## src/hdl/ascii_hex_frame_builder_top_defines.svh

```systemverilog
// ----------------------------------------------------------------------------
// ASCII hex frame builder assertion macros
// Shared concurrent assertion forms, clocked on clk_i and idle during reset.
// ----------------------------------------------------------------------------
`ifndef ASCII_HEX_FRAME_BUILDER_TOP_DEFINES_SVH
`define ASCII_HEX_FRAME_BUILDER_TOP_DEFINES_SVH

// Checks the consequent in the same cycle as the antecedent.
`define AHFB_ASSERT_IMP(label, ante, cons, msg) \
  label: assert property (@(posedge clk_i) disable iff (!rst_ni) (ante) |-> (cons)) \
    else $error(msg);

// Checks the consequent in the cycle after the antecedent.
`define AHFB_ASSERT_NXT(label, ante, cons, msg) \
  label: assert property (@(posedge clk_i) disable iff (!rst_ni) (ante) |=> (cons)) \
    else $error(msg);

`endif

```

## src/hdl/ahfb_pkg.sv

```systemverilog
// ----------------------------------------------------------------------------
// ASCII hex frame builder package
// Payload types, command queue entry, register map and character helpers.
// ----------------------------------------------------------------------------
package ahfb_pkg;

  typedef enum logic {
    FUNC_START = 1'b0,
    FUNC_INFO  = 1'b1
  } func_e;

  typedef struct packed {
    logic       func;
    logic [7:0] device_address;
    logic [7:0] command_code;
    logic [7:0] info_length;
    logic [7:0] info_byte;
  } in_item_t;

  typedef struct packed {
    logic [7:0] out_char;
    logic       frame_end;
  } out_item_t;

  typedef enum logic {
    CMD_START,
    CMD_INFO
  } cmd_kind_e;

  typedef struct packed {
    cmd_kind_e  kind;
    logic [7:0] addr;
    logic [7:0] code;
    logic [7:0] data;
    logic       last;
  } cmd_t;

  typedef struct packed {
    logic [7:0] start_char;
    logic [7:0] end_char;
    logic [7:0] protocol_version;
    logic [7:0] device_type;
  } cfg_t;

  typedef enum logic [1:0] {
    BK_IDLE,
    BK_HDR,
    BK_TRL
  } back_mode_e;

  typedef struct packed {
    logic emit;
    logic cmd_pop;
  } back_status_t;

  typedef enum logic [1:0] {
    REG_START_CHAR,
    REG_END_CHAR,
    REG_PROTOCOL_VERSION,
    REG_DEVICE_TYPE
  } reg_idx_e;

  localparam int unsigned CfgAddrW = 4;
  localparam int unsigned StepW    = 4;

  localparam logic [StepW-1:0] HdrFirstStep = 4'd1;
  localparam logic [StepW-1:0] HdrLastStep  = 4'd12;
  localparam logic [StepW-1:0] TrlLastStep  = 4'd4;

  localparam logic [7:0] StartCharRst = 8'd126;
  localparam logic [7:0] EndCharRst   = 8'd13;
  localparam logic [7:0] VersionRst   = 8'd32;
  localparam logic [7:0] DevTypeRst   = 8'd64;

  localparam logic [7:0] CharZero = 8'h30;
  localparam logic [7:0] CharA    = 8'h41;

  function automatic logic [7:0] hex_char(input logic [3:0] nib);
    logic [7:0] res;
    if (nib < 4'd10) begin
      res = CharZero + {4'h0, nib};
    end else begin
      res = CharA + {4'h0, 4'(nib - 4'd10)};
    end
    return res;
  endfunction

endpackage

```

## src/hdl/ascii_hex_frame_builder_top.sv

```systemverilog
// A queued item passes the command queue and the output register on its way
// to the result ports. One character leaves per cycle while the slot is free;
// a start item gives the start char and header; a frame's last item the trailer.
// Items are taken every cycle while the command queue has room.
// Reset clears the queue, the sequencer, the output valid flag and the
// configuration registers to their defaults; no clearing pass is needed.
// ----------------------------------------------------------------------------
// ASCII hex frame builder top level
// Configuration registers, front end, command queue and character sequencer.
// ----------------------------------------------------------------------------
`include "ascii_hex_frame_builder_top_defines.svh"

module ascii_hex_frame_builder_top
  import ahfb_pkg::*;
#(
  parameter int unsigned QueueDepth = 4
) (
  input  logic                clk_i,
  input  logic                rst_ni,
  input  logic                push,
  input  in_item_t            in_item_i,
  output logic                full,
  output logic                empty,
  input  logic                pop,
  output out_item_t           out_item_o,
  input  logic                psel,
  input  logic                penable,
  input  logic                pwrite,
  input  logic [CfgAddrW-1:0] paddr,
  input  logic [31:0]         pwdata,
  output logic [31:0]         prdata,
  output logic                pready
);

  cfg_t         cfg_q;
  logic         cfg_wr;
  reg_idx_e     reg_idx;
  logic         item_ready;
  logic         cmd_push;
  cmd_t         cmd_in;
  cmd_t         cmd_out;
  logic         q_full;
  logic         q_empty;
  logic         out_valid;
  back_status_t back_status;

  assign pready  = 1'b1;
  assign cfg_wr  = psel && penable && pwrite && pready;
  assign reg_idx = reg_idx_e'(paddr[CfgAddrW-1:2]);

  always_ff @(posedge clk_i or negedge rst_ni) begin
    if (!rst_ni) begin
      cfg_q.start_char       <= StartCharRst;
      cfg_q.end_char         <= EndCharRst;
      cfg_q.protocol_version <= VersionRst;
      cfg_q.device_type      <= DevTypeRst;
    end else if (cfg_wr) begin
      unique case (reg_idx)
        REG_START_CHAR:       cfg_q.start_char       <= pwdata[7:0];
        REG_END_CHAR:         cfg_q.end_char         <= pwdata[7:0];
        REG_PROTOCOL_VERSION: cfg_q.protocol_version <= pwdata[7:0];
        REG_DEVICE_TYPE:      cfg_q.device_type      <= pwdata[7:0];
        default: begin
        end
      endcase
    end
  end

  always_comb begin
    unique case (reg_idx)
      REG_START_CHAR:       prdata = {24'h0, cfg_q.start_char};
      REG_END_CHAR:         prdata = {24'h0, cfg_q.end_char};
      REG_PROTOCOL_VERSION: prdata = {24'h0, cfg_q.protocol_version};
      REG_DEVICE_TYPE:      prdata = {24'h0, cfg_q.device_type};
      default:              prdata = 32'h0;
    endcase
  end

  ahfb_front u_front (
    .clk_i        (clk_i),
    .rst_ni       (rst_ni),
    .item_valid_i (push),
    .item_i       (in_item_i),
    .q_full_i     (q_full),
    .item_ready_o (item_ready),
    .cmd_push_o   (cmd_push),
    .cmd_o        (cmd_in)
  );

  assign full = !item_ready;

  ahfb_cmd_fifo #(
    .Depth (QueueDepth)
  ) u_cmd_fifo (
    .clk_i   (clk_i),
    .rst_ni  (rst_ni),
    .push_i  (cmd_push),
    .data_i  (cmd_in),
    .pop_i   (back_status.cmd_pop),
    .data_o  (cmd_out),
    .full_o  (q_full),
    .empty_o (q_empty)
  );

  ahfb_back u_back (
    .clk_i       (clk_i),
    .rst_ni      (rst_ni),
    .cfg_i       (cfg_q),
    .cmd_i       (cmd_out),
    .cmd_empty_i (q_empty),
    .pop_i       (pop),
    .out_item_o  (out_item_o),
    .out_valid_o (out_valid),
    .status_o    (back_status)
  );

  assign empty = !out_valid;

  `AHFB_ASSERT_NXT(a_emit_fills_output, back_status.emit, !empty, "Emitted character was lost")
  `AHFB_ASSERT_IMP(a_emit_slot_free, back_status.emit, empty || pop, "Output overwritten")
  `AHFB_ASSERT_IMP(a_full_after_push, $rose(q_full), $past(cmd_push), "Queue filled without push")

endmodule

```

## src/hdl/ahfb_front.sv

```systemverilog
// ----------------------------------------------------------------------------
// ASCII hex frame builder front end
// Accepts items, tracks the expected info bytes and queues frame commands.
// ----------------------------------------------------------------------------
module ahfb_front
  import ahfb_pkg::*;
(
  input  logic     clk_i,
  input  logic     rst_ni,
  input  logic     item_valid_i,
  input  in_item_t item_i,
  input  logic     q_full_i,
  output logic     item_ready_o,
  output logic     cmd_push_o,
  output cmd_t     cmd_o
);

  logic [7:0] bytes_left_q, bytes_left_d;
  logic       accept;

  assign item_ready_o = !q_full_i;
  assign accept       = item_valid_i && !q_full_i;

  always_comb begin
    bytes_left_d = bytes_left_q;
    cmd_push_o   = 1'b0;
    cmd_o.kind   = CMD_START;
    cmd_o.addr   = item_i.device_address;
    cmd_o.code   = item_i.command_code;
    cmd_o.data   = item_i.info_length;
    cmd_o.last   = 1'b0;
    if (accept) begin
      if (item_i.func == FUNC_START) begin
        cmd_push_o   = 1'b1;
        bytes_left_d = item_i.info_length;
      end else if (bytes_left_q != 8'd0) begin
        cmd_push_o   = 1'b1;
        cmd_o.kind   = CMD_INFO;
        cmd_o.data   = item_i.info_byte;
        cmd_o.last   = (bytes_left_q == 8'd1);
        bytes_left_d = bytes_left_q - 8'd1;
      end
    end
  end

  always_ff @(posedge clk_i or negedge rst_ni) begin
    if (!rst_ni) begin
      bytes_left_q <= 8'd0;
    end else begin
      bytes_left_q <= bytes_left_d;
    end
  end

endmodule

```

## src/hdl/ahfb_cmd_fifo.sv

```systemverilog
// ----------------------------------------------------------------------------
// ASCII hex frame builder command queue
// Short queue that decouples the front end from the character sequencer.
// ----------------------------------------------------------------------------
module ahfb_cmd_fifo
  import ahfb_pkg::*;
#(
  parameter int unsigned Depth = 4
) (
  input  logic clk_i,
  input  logic rst_ni,
  input  logic push_i,
  input  cmd_t data_i,
  input  logic pop_i,
  output cmd_t data_o,
  output logic full_o,
  output logic empty_o
);

  localparam int unsigned PtrW = $clog2(Depth);
  localparam int unsigned CntW = $clog2(Depth + 1);

  cmd_t            mem_q [Depth];
  logic [PtrW-1:0] wr_ptr_q, rd_ptr_q;
  logic [CntW-1:0] cnt_q;
  logic            do_push, do_pop;

  assign full_o  = (cnt_q == CntW'(Depth));
  assign empty_o = (cnt_q == '0);
  assign do_push = push_i && !full_o;
  assign do_pop  = pop_i && !empty_o;
  assign data_o  = mem_q[rd_ptr_q];

  always_ff @(posedge clk_i) begin
    if (do_push) begin
      mem_q[wr_ptr_q] <= data_i;
    end
  end

  always_ff @(posedge clk_i or negedge rst_ni) begin
    if (!rst_ni) begin
      wr_ptr_q <= '0;
      rd_ptr_q <= '0;
      cnt_q    <= '0;
    end else begin
      if (do_push) begin
        wr_ptr_q <= (wr_ptr_q == PtrW'(Depth - 1)) ? '0 : wr_ptr_q + 1'b1;
      end
      if (do_pop) begin
        rd_ptr_q <= (rd_ptr_q == PtrW'(Depth - 1)) ? '0 : rd_ptr_q + 1'b1;
      end
      if (do_push && !do_pop) begin
        cnt_q <= cnt_q + 1'b1;
      end else if (do_pop && !do_push) begin
        cnt_q <= cnt_q - 1'b1;
      end
    end
  end

endmodule

```

## src/hdl/ahfb_back.sv

```systemverilog
// ----------------------------------------------------------------------------
// ASCII hex frame builder back end
// Expands queued commands into frame characters, one per cycle while the
// output slot is free, with the running checksum and an output register.
// ----------------------------------------------------------------------------
module ahfb_back
  import ahfb_pkg::*;
(
  input  logic         clk_i,
  input  logic         rst_ni,
  input  cfg_t         cfg_i,
  input  cmd_t         cmd_i,
  input  logic         cmd_empty_i,
  input  logic         pop_i,
  output out_item_t    out_item_o,
  output logic         out_valid_o,
  output back_status_t status_o
);

  back_mode_e       mode_q, mode_d;
  logic [StepW-1:0] step_q, step_d;
  logic [15:0]      sum_q, sum_d;
  logic [7:0]       addr_q, addr_d;
  logic [7:0]       code_q, code_d;
  logic [7:0]       len_q, len_d;
  out_item_t        out_q, out_d;
  logic             out_valid_q, out_valid_d;

  logic        slot_free;
  logic [7:0]  ch;
  logic        fend;
  logic [15:0] chk;
  logic [3:0]  lchk;
  logic [3:0]  hdr_nib;
  logic [3:0]  trl_nib;

  assign slot_free = !out_valid_q || pop_i;
  assign chk       = 16'd0 - sum_q;
  assign lchk      = 4'd0 - (len_q[3:0] + len_q[7:4]);

  always_comb begin
    case (step_q)
      4'd1:    hdr_nib = cfg_i.protocol_version[7:4];
      4'd2:    hdr_nib = cfg_i.protocol_version[3:0];
      4'd3:    hdr_nib = addr_q[7:4];
      4'd4:    hdr_nib = addr_q[3:0];
      4'd5:    hdr_nib = cfg_i.device_type[7:4];
      4'd6:    hdr_nib = cfg_i.device_type[3:0];
      4'd7:    hdr_nib = code_q[7:4];
      4'd8:    hdr_nib = code_q[3:0];
      4'd9:    hdr_nib = lchk;
      4'd11:   hdr_nib = len_q[7:4];
      4'd12:   hdr_nib = len_q[3:0];
      default: hdr_nib = 4'h0;
    endcase
    case (step_q)
      4'd0:    trl_nib = chk[15:12];
      4'd1:    trl_nib = chk[11:8];
      4'd2:    trl_nib = chk[7:4];
      default: trl_nib = chk[3:0];
    endcase
  end

  always_comb begin
    mode_d           = mode_q;
    step_d           = step_q;
    sum_d            = sum_q;
    addr_d           = addr_q;
    code_d           = code_q;
    len_d            = len_q;
    ch               = 8'h00;
    fend             = 1'b0;
    status_o.emit    = 1'b0;
    status_o.cmd_pop = 1'b0;
    unique case (mode_q)
      BK_IDLE: begin
        if (slot_free && !cmd_empty_i) begin
          status_o.cmd_pop = 1'b1;
          status_o.emit    = 1'b1;
          if (cmd_i.kind == CMD_START) begin
            ch     = cfg_i.start_char;
            sum_d  = 16'd0;
            addr_d = cmd_i.addr;
            code_d = cmd_i.code;
            len_d  = cmd_i.data;
            mode_d = BK_HDR;
            step_d = HdrFirstStep;
          end else begin
            ch    = cmd_i.data;
            sum_d = sum_q + {8'h00, cmd_i.data};
            if (cmd_i.last) begin
              mode_d = BK_TRL;
              step_d = '0;
            end
          end
        end
      end
      BK_HDR: begin
        if (slot_free) begin
          status_o.emit = 1'b1;
          ch            = hex_char(hdr_nib);
          sum_d         = sum_q + {8'h00, ch};
          if (step_q == HdrLastStep) begin
            step_d = '0;
            mode_d = (len_q == 8'd0) ? BK_TRL : BK_IDLE;
          end else begin
            step_d = step_q + 1'b1;
          end
        end
      end
      BK_TRL: begin
        if (slot_free) begin
          status_o.emit = 1'b1;
          if (step_q == TrlLastStep) begin
            ch     = cfg_i.end_char;
            fend   = 1'b1;
            sum_d  = 16'd0;
            step_d = '0;
            mode_d = BK_IDLE;
          end else begin
            ch     = hex_char(trl_nib);
            step_d = step_q + 1'b1;
          end
        end
      end
      default: begin
        mode_d = BK_IDLE;
      end
    endcase
  end

  always_comb begin
    out_d       = out_q;
    out_valid_d = out_valid_q;
    if (status_o.emit) begin
      out_d.out_char  = ch;
      out_d.frame_end = fend;
      out_valid_d     = 1'b1;
    end else if (pop_i) begin
      out_valid_d = 1'b0;
    end
  end

  always_ff @(posedge clk_i or negedge rst_ni) begin
    if (!rst_ni) begin
      mode_q      <= BK_IDLE;
      step_q      <= '0;
      sum_q       <= 16'd0;
      out_valid_q <= 1'b0;
    end else begin
      mode_q      <= mode_d;
      step_q      <= step_d;
      sum_q       <= sum_d;
      out_valid_q <= out_valid_d;
    end
  end

  always_ff @(posedge clk_i) begin
    addr_q <= addr_d;
    code_q <= code_d;
    len_q  <= len_d;
    out_q  <= out_d;
  end

  assign out_item_o  = out_q;
  assign out_valid_o = out_valid_q;

endmodule
```

## config.mk

```make
export PLATFORM = sky130hd
export DESIGN_NAME = ascii_hex_frame_builder_top
export DESIGN_NICKNAME = d
export VERILOG_FILES = /design/src/hdl/ahfb_pkg.sv /design/src/hdl/ascii_hex_frame_builder_top.sv /design/src/hdl/ahfb_front.sv /design/src/hdl/ahfb_cmd_fifo.sv /design/src/hdl/ahfb_back.sv
export VERILOG_INCLUDE_DIRS = /design/src /design/src/hdl
export SDC_FILE = /design/constraint.sdc
export NUM_CORES = 1
export LEC_CHECK = 0
export BUFFER_PORTS_ARGS = -buffer_cell sky130_fd_sc_hd__clkbuf_2
export CAP_MARGIN = 20
export CORE_ASPECT_RATIO = 2
export CORE_MARGIN = 2
export CORE_UTILIZATION = 55
export DETAILED_ROUTE_END_ITERATION = 6
export GPL_TIMING_DRIVEN = 0
export PLACE_DENSITY_LB_ADDON = 0.1
export SYNTH_ARGS = -nofsm -noshare
export SYNTH_HDL_FRONTEND = slang
export SYNTH_SLANG_ARGS = --single-unit
```

## constraint.sdc

```tcl
create_clock -name clk_i -period 8.58 [get_ports clk_i]
set_clock_uncertainty 0.05 [all_clocks]
set_input_delay 1.287 -clock clk_i [delete_from_list [all_inputs] [get_ports clk_i]]
set_output_delay 1.287 -clock clk_i [all_outputs]
set_load 0.01 [all_outputs]
```

==> implementation parameters <==
Parameter                              Value

Timing
  Slew HR    38.53%
  Final worst path period need    5.963 ns
  Setup violations, final    0
  Final critical-path setup slack    2.617 ns
  Final hold viol count    0
  Max-slew violations    0
  TNS Setup    0 ns
  Max Freq    0.1677 GHz
  Final cycle utilization of the critical path    69.50%
  Worst-Margin Slew    0.8988 ns
  RSZ-0062 raised after global routing    false

Placed design
  PortBufs    68
  Detail Placement HPWL    20.25 mm
  Worst slack at placement    2.704 ns
  Inst Count DP    1244
  Routability cong.    0.9658

Finish
  Post-layout instance count excluding filler cells    1278
  Layout cell share with drive strength beyond 1    22.44%
  Total area of multi-input combinational cells    4647 um^2
  Antenna cell count    0
  Number of filler cells placed in the layout    1615
  Most common library cell in the layout ignoring fill and taps    edfxtp_1
  Post-layout nets    1125
  Leading cell types in the layout, fill and taps excluded    edfxtp_1, nand2_1, clkbuf_2
  Combined flip-flop and latch cell area    5879 um^2
  Area added between synthesis and finish    13.76%

Global route
  Remaining global-route overflow    0
  Vias in the first global route    7823
  Met3 GRT Util    2.908%
  Met1 usage in global routing    26.55%
  Number of antenna violations at the first check in global routing    0
  Pin count of the biggest net entering global routing    48
  Wire length of the first global-routing pass    42.13 mm
  Global routing's busiest layer    met2
  Met2 track demand over resource    50.19%
  Global-route usage over all layers    25.84%

Logic synthesis
  Sequential-to-total area share from yosys stat    53.79%
  Cell area after technology mapping    10930 um^2
  Cells after synthesis    883
  Async set-or-reset flop fraction in the synthesized netlist    33.82%
  Netlist cell types    72
  Number of register bits inferred by synthesis    207
  Post-synth EDFFs    137
  Synthesized area per cell    12.38 um^2
  Yosys warning total    0
  Commonest register cell after synthesis    edfxtp_1

Drt
  Remaining design rule violation count    0
  Initial drt markers    375
  Antenna violation net count after detailed routing    0
  Total routed wirelength    26.62 mm
  Routed wire per std cell    20.83 um
  First-pass detailed-route iteration total    5
  Via density    5.942
  Total vias in the final route    7594

Pwr
  Pwr/cell area    360.5 nW/um^2
  Static Leakage    4.836 nW
  Total power draw    4.482 mW
  Worst IR Drop VDD    0.0002104 V

Setup path
  Path type of the worst setup path    reg -> reg
  Startpoint kind of the worst setup timing path    flip-flop
  Endpoint class of the critical path    flip-flop
  Peak fanout along the critical path    6
  Required time at the endpoint of the critical path    8.87 ns
  Data arrival time of the worst path    6.26 ns

Outcome
  Run status    finished, final reports clean

Floorplanning
  Num rows    73
  Number of ports placed on the die boundary    120
  Die Area    21090 um^2
  Effective utilization at floorplan    55.40%
  Core region area    19730 um^2
  Die W    103.7 um
  Die Y-Extent    203.4 um

Clock tree
  Clock root buffer    clkbuf_16
  Number of buffers inserted to repair setup after CTS    0
  Number of clock buffers inserted by TritonCTS    19
  Hold Buf Count CTS    0
  Post-CTS Resized    0
  CTS H-tree depth    1
  Clock-pin transition on the worst setup and hold timing paths    0.07 ns
  Clock network latency to the later pin of the worst-skew pair    0.50 ns
  Maximum clock path buffer count    3
  Clock tree from TritonCTS    done
  Number of clock sinks    207

Job
  # Max-Cap Violations    0

Min path
  Hold Path Class    reg -> reg
-- critical path: stages, from the launching register on --
cell and delay [ns]:
edfxtp_1 0.41, ha_1 0.30, inv_1 0.04, ha_1 0.21
fa_1 0.42, a22oi_1 0.31, a311oi_1 0.14, a211oi_1 0.74
a22oi_1 0.46, a21oi_1 0.49, ha_1 0.35, a21oi_1 0.13
o21ai_0 0.13, a2111oi_0 0.84, nor3_1 0.26, a31oi_1 0.34
o311ai_0 0.19
-- synthesized netlist by cell type (12+ instances only) --
| cell | instances | area (um^2) |
|---|---|---|
| nand3_1 | 20 | 100.1 |
| mux4_2 | 34 | 765.7 |
| nand2_1 | 68 | 255.2 |
| a221oi_1 | 12 | 105.1 |
| xnor2_1 | 13 | 113.9 |
| edfxtp_1 | 137 | 4114 |
| xor2_1 | 14 | 122.6 |
| and2_1 | 14 | 87.58 |
| a21oi_1 | 36 | 180.2 |
| ha_1 | 42 | 525.5 |
| dfrtp_1 | 59 | 1476 |
| buf_4 | 25 | 187.7 |
| clkbuf_1 | 41 | 153.9 |
| mux2_2 | 35 | 394.1 |
| o21ai_0 | 40 | 200.2 |
| nor2_1 | 47 | 176.4 |
| inv_1 | 36 | 135.1 |
-- power by group --
group / total, mW / internal (mW) / switching [mW]
clock network: 0.814 / 0.451 / 0.363
logic: 2.06 / 0.842 / 1.22
registers: 1.61 / 1.42 / 0.193
total: 4.48 / 2.71 / 1.77
-- logic make-up (layout without fill, tap and decap cells) --
group,after synthesis,count (layout),synth area share (%)
AOI/OAI and AO/OA,186,186,11.62
xor gates and xnor gates,27,27,2.163
adders and majority gates,46,46,5.540
buffers and inverters,106,216,4.510
DFF,207,207,53.79
muxes,80,80,11.62
other,2,25,0.06871
and+or+nand+nor,229,229,10.69
-- per-layer routing --
layer / wire (um) / part of all wire, %
met1: 9200 / 35
met2: 14980 / 56
met3: 756 / 2.8
met4: 1680 / 6.3
met5: 0 / 0
-- cell type report --
class                   count  area share [%]
multi-input cells         593           37.37
well taps                 262           2.636
inverters                  36           1.087
clock inverters            10          0.7044
clock buffers              24           4.055
repair buffers             76           3.985
flip-flops and latches    207           47.28
plain buffers              70           2.878
-- stage by stage --
stage | hold slack, ns | cell area, um^2 | utilization (%)
floorplan | 0.4299 | 11020 | -
global placement | 0.4670 | 11690 | 59.23
detailed placement | 0.4737 | 11840 | 60.03
CTS | 0.4855 | 12430 | 63.03
global route | 0.5171 | 12430 | 63.03
finish | 0.4876 | 12430 | 63.03
-- worst paths after layout --
kind                                 startpoint               end  slack, ns  cells past startpoint
worst max-delay path            u_back.len_q[1]  u_back.sum_q[15]       2.62                     16
worst min register to register         cfg_q[9]          cfg_q[9]       0.49                      1
worst min-delay path                   cfg_q[9]          cfg_q[9]       0.49                      1
max in group asynchronous                rst_ni         cfg_q[25]       7.14                      2
min in group asynchronous                rst_ni   u_back.sum_q[9]       0.70                      1
worst max register to register  u_back.len_q[1]  u_back.sum_q[15]       2.62                     16
-- sequential cells by signal (all words and copies together), names as in the netlist --
register / count
u_cmd_fifo.cnt_q: 3
u_back.mode_q: 2
u_cmd_fifo.rd_ptr_q: 2
u_cmd_fifo.wr_ptr_q: 2
u_back.addr_q: 8
u_back.out_item_o: 9
u_back.len_q: 8
cfg_q: 32
u_back.out_valid_o: 1
u_cmd_fifo.mem_q: 104
u_front.bytes_left_q: 8
u_back.code_q: 8
u_back.sum_q: 16
u_back.step_q: 4
No activity file was read; power rests on OpenSTA's default activity.
